## config.mk

```make
export PLATFORM = sky130hd
export DESIGN_NAME = hfw_cell
export DESIGN_NICKNAME = d
export VERILOG_FILES = /design/src/sv/hfw_pkg.sv /design/src/sv/hfw_cell.sv
export SDC_FILE = /design/constraint.sdc
export NUM_CORES = 1
export LEC_CHECK = 0
export BUFFER_PORTS_ARGS = -buffer_cell sky130_fd_sc_hd__buf_2
export CORE_AREA = 5 5 174 176
export CTS_CLUSTER_DIAMETER = 50
export DETAILED_ROUTE_END_ITERATION = 7
export DIE_AREA = 0 0 179 181
export GPL_TIMING_DRIVEN = 1
export PLACE_DENSITY_LB_ADDON = 0.12
export SETUP_SLACK_MARGIN = 0.5
export SYNTH_ARGS = -nofsm -noshare
export SYNTH_HDL_FRONTEND = slang
export SYNTH_SLANG_ARGS = --single-unit
```

## constraint.sdc

```tcl
create_clock -name i_clk -period 5.1 [get_ports i_clk]
set_clock_uncertainty 0.05 [all_clocks]
set_input_delay 0.255 -clock i_clk [delete_from_list [all_inputs] [get_ports i_clk]]
set_output_delay 0.255 -clock i_clk [all_outputs]
set_load 0.02 [all_outputs]
```

## src/sv/hfw_pkg.sv

```systemverilog
// Shared types and constants for the homography forward pixel warp unit.
// Used by hfw_front, hfw_cell and the top level; depends on nothing.
`default_nettype none
package hfw_pkg;

    localparam int TARGET_WIDTH  = 1024;
    localparam int TARGET_HEIGHT = 1024;
    localparam int SOURCE_SIZE   = 2048;

    // Quotient bits resolved by the cell row; covers targets up to 4096.
    localparam int QB      = 12;
    localparam int COORD_W = 11;
    localparam int DST_W   = 10;
    localparam int COEF_W  = 32;
    localparam int PROD_W  = COEF_W + COORD_W + 1;
    localparam int SUM_W   = PROD_W + 1;
    localparam int MAG_W   = PROD_W;
    localparam int FRAC_SH = 14;
    localparam int REM_W   = MAG_W + FRAC_SH;
    localparam int ADDR_W  = 3;

    localparam logic signed [SUM_W-1:0] ONE_Q30 = SUM_W'(64'sd1073741824);

    // Configuration register indexes.
    typedef enum logic [ADDR_W-1:0] {
        REG_XC = 3'd0,
        REG_XR = 3'd1,
        REG_XO = 3'd2,
        REG_YC = 3'd3,
        REG_YR = 3'd4,
        REG_YO = 3'd5,
        REG_ZC = 3'd6,
        REG_ZR = 3'd7
    } t_reg_idx;

    localparam logic [COEF_W-1:0] UNITY_Q16 = 32'h0001_0000;

    typedef struct packed {
        logic signed [COEF_W-1:0] xc, xr, xo, yc, yr, yo, zc, zr;
    } t_coefs;

    typedef struct packed {
        logic [7:0] blue;
        logic [7:0] green;
        logic [7:0] red;
    } t_pix;

    // Word handed from one division cell to the next.
    typedef struct packed {
        logic             ok;      // Z nonzero and source inside the frame
        logic             neg_x;
        logic             neg_y;
        logic             ovf_x;   // quotient magnitude beyond QB bits
        logic             ovf_y;
        logic [REM_W-1:0] rem_x;
        logic [REM_W-1:0] rem_y;
        logic [REM_W-1:0] div;     // divisor, shifted left by the bits still to come
        logic [QB-1:0]    q_x;
        logic [QB-1:0]    q_y;
        t_pix             pix;
    } t_cell;

endpackage
`default_nettype wire

```

## src/sv/hfw_cell.sv

```systemverilog
// One restoring-division cell: resolves one quotient bit for X and for Y per word.
// Depends on hfw_pkg.
`default_nettype none
module hfw_cell (
    input  wire logic           i_clk,
    input  wire logic           i_rst_n,
    input  wire logic           i_en,
    input  wire logic           i_valid,
    input  wire hfw_pkg::t_cell i_cell,
    output hfw_pkg::t_cell      o_cell,
    output logic                o_valid
);
    logic [hfw_pkg::REM_W-1:0] w_d;
    logic w_bx, w_by;
    hfw_pkg::t_cell n_cell;

    // Compare and subtract against the divisor at this bit's weight.
    always_comb begin
        w_d    = i_cell.div >> 1;
        w_bx   = i_cell.rem_x >= w_d;
        w_by   = i_cell.rem_y >= w_d;
        n_cell = i_cell;
        n_cell.div   = w_d;
        n_cell.rem_x = w_bx ? i_cell.rem_x - w_d : i_cell.rem_x;
        n_cell.rem_y = w_by ? i_cell.rem_y - w_d : i_cell.rem_y;
        n_cell.q_x   = {i_cell.q_x[hfw_pkg::QB-2:0], w_bx};
        n_cell.q_y   = {i_cell.q_y[hfw_pkg::QB-2:0], w_by};
    end

    always_ff @(posedge i_clk) begin
        if (i_en) begin
            o_cell <= n_cell;
        end
    end

    always_ff @(posedge i_clk) begin
        if (!i_rst_n) begin
            o_valid <= 1'b0;
        end else if (i_en) begin
            o_valid <= i_valid;
        end
    end

endmodule
`default_nettype wire

```

==> flow_summary.yaml <==
run_status:
  status: "finished clean"
finish:
  nNetsFinal: 2443
  area_growth_pct: 31.3
  drive_gt1_frac: 0.276
  fin_util: 0.711
  final_cell_area_mm2: 0.0203
yosys:
  synth_top_family_by_area: "compound AO/OA/AOI/OAI gates"
  synthXorXnorAreaFrac: 0.0568
  yosysWarnings: 0
  synth_area_mm2: 0.0154
  synth.area.mux_share: 0.0387
  synth_top_area_cell: "edfxtp_1"
  synth-compound-area-share: 0.205
  synth-edff-count: 226
  postSynthCellCount: 1550
  synthAdderAreaFrac: 0.0951
  synth.yosys.seq_area_share: 0.441
  synthFlopType: "edfxtp_1"
  synth.distinct_cells: 76
  synth-seq-cells: 227
  postSynthAreaPerCell_um2: 9.95
  synth-simple-area-share: 0.116
  synthArstFlopShare: 0
  synth_top_area_frac: 0.440
  synth_nets: 1897
  synth_common_cells: "226 x edfxtp_1, 177 x a21oi_1, 114 x ha_1, 113 x nand2_1"
  synth_most_common_cell: "edfxtp_1"
  netlist_top_cells_area: "edfxtp_1 44%, ha_1 9.2%, a21oi_1 5.7%, o21ai_0 3.6%, xnor2_1 3.6%"
die:
  start_util: 0.542
  rows: 62
  die_width_um: 179
  core-area_mm2: 0.0285
  die_area_mm2: 0.0324
  io-pin-count: 459
  dieHeight_um: 181
hold_path:
  hold_path_class: "in -> reg"
  worstHoldPathCells: 2
  whs_endpoint: "o_cell[127]"
  hp-start: "i_cell[127]"
pwr:
  p_leak_nw: 8.92
  powerDensity_mw_per_mm2: 334
  vdd_ir_drop_max_uv: 269
  p_total_mw: 6.77
clock_network:
  clk_pin_slew_ps: 50
  htreeDepth: 2
  clock-sinks: 227
  clk_path_buf_depth: 3
  cts_resized: 0
  numCtsBuffers: 34
  cts_tree: "built"
  cts_root_buf: "clkbuf_16"
  clk_latency_ps: 510
critical_path:
  path_max_fanout: 29
  required_ps: 5400
  arrival_ps: 4640
  worstSetupPathType: "in -> reg"
  critPathMaxStageDelay_ps: 550
  crit_path_start_kind: "input pin"
  r2r_cells: 3
  rrSetupSlack_ps: 3900
  cp_common_cell: "nor3_1"
  reg2reg_to: "o_valid"
  endpoint_kind: "flop"
  path_cells: "dlygate4sd3_1 > buf_2 > inv_1 > ha_1 > nand4_1 > or4_1 > nor3_1 > o31ai_1 > a21oi_2 > a31oi_1 > o21a_1 > inv_2 > buf_12 > buf_4 > nor2_1 > nor3_1"
  reg2reg_from: "o_valid"
  cp_slowest_cell: "or4_1"
drt:
  wl_per_cell_um: 22.1
  dr.pass1.iters: 5
  vias: 14651
  routed_wirelength_um: 55600
  vias_per_cell: 5.83
  drt_iter0_markers: 1209
  drcViolationCount: 0
  detail-route-antenna-nets: 0
timing:
  setup_viol: 0
  hold_slack_ps: 18.2
  setup_tns_ps: 0
  final_hold_viol_count: 0
  fmax_mhz: 230
  post-route-min-period_ps: 4350
  tightest_slew_ps: 1020
  fin_crit_sh: 0.852
  maxSlewViolCount: 0
  max-slew-margin-rel: 0.321
  rsz0062_at_grt: "false"
global_routing:
  antenna_found_initial: 12
  grtUsageTotal: 0.332
  overflow: 0
  grt_start_max_net_pins: 130
  grt_pass1_wl_um: 83900
  grt_pass1_vias: 14733
placement:
  place_area_mm2: 0.0180
  post-dp-hpwl_um: 41500
  port_buffers: 454
  place.gp.congestion: 1.03
flow_run:
  maxCapViolations: 0
sequential cells by signal, indices dropped and copies added (netlist names):
signal,count
o_cell,226
o_valid,1
cells in the final DEF (no fill, tap or decap), drive strengths merged, types with 19 or more instances in the layout:
master / Yosys / routed
ha: 114 / 114
buf: 21 / 470
inv: 95 / 105
o21ai: 113 / 113
nand2: 113 / 113
o21a: 20 / 20
xnor2: 63 / 63
nand4: 45 / 45
clkbuf: 55 / 39
xor2: 37 / 37
o21bai: 28 / 28
nand3: 19 / 19
nor2: 111 / 111
dlygate4sd3: 0 / 116
mux2: 48 / 48
a21o: 68 / 68
edfxtp: 226 / 226
a21oi: 178 / 178
worst max-delay path: cells and delay by family:
family	cells	cell delay (ps)
AND/OR/NAND/NOR	5	1480
buffers and inverters	6	1340
AO/OA/AOI/OAI	4	1070
adder cells (fa/ha/maj)	1	470
cell families (layout without fill, tap and decap cells):
logic type,after synthesis,in the layout
AO/OA/AOI/OAI,506,506
AND/OR/NAND/NOR,378,378
flip-flops,227,227
buffers and inverters,171,743
adder cells (fa/ha/maj),116,116
XOR/XNOR,100,100
multiplexers,51,51
other,1,9
cell type report:
| class | instances | area (µm²) |
|---|---|---|
| fillers | 2161 | 8220 |
| flip-flops and latches | 227 | 6810 |
| clock buffers | 39 | 870 |
| well taps | 384 | 480 |
| repair buffers | 586 | 3590 |
| multi-input cells | 1152 | 7890 |
| diodes | 8 | 20.0 |
| clock inverters | 23 | 234 |
| inverters | 95 | 359 |
per-stage QoR:
step,std cells,setup slack [ps]
finish,2514,752
global route,2512,528
CTS,2506,898
detailed placement,2328,932
global placement,2328,918
floorplan,1550,1710
how the worst max path moves through the flow:
| stage | start | endpoint | slack [ps] | cells past startpoint |
|---|---|---|---|---|
| after global placement | i_cell[61] | o_cell[196] | 920 | 15 |
| after detailed placement | i_cell[60] | o_cell[120] | 930 | 13 |
| after global routing | i_cell[64] | o_cell[196] | 530 | 16 |
| after floorplan | i_cell[106] | o_cell[151] | 1710 | 17 |
| after CTS | i_cell[49] | o_cell[120] | 900 | 15 |
| final | i_cell[64] | o_cell[196] | 750 | 16 |
routing by layer:
metal | GRT usage | routed length (µm) | part of all wire | up-vias
li1 | - | - | - | 6902
met1 | 0.422 | 21600 | 0.39 | 6874
met2 | 0.542 | 26100 | 0.47 | 746
met3 | 0.0813 | 5640 | 0.10 | 121
met4 | 0.133 | 2180 | 0.039 | 8
met5 | 0 | 46 | 0.00083 | -
where the power goes:
group	leakage (nW)	total [mW]	internal (mW)	switching, mW
sequential	2.22	2.42	2.35	0.0691
clock	0.524	2.29	1.36	0.926
combinational	6.17	2.06	0.791	1.27
what timing repair did:
action                                 in CTS  in global routing
setup buffers                               0                  0
setup endpoints to repair                   0                  0
endpoints found under the hold margin     115                  0
hold buffers                              116                  0
Power figures use the tool's default switching activity.
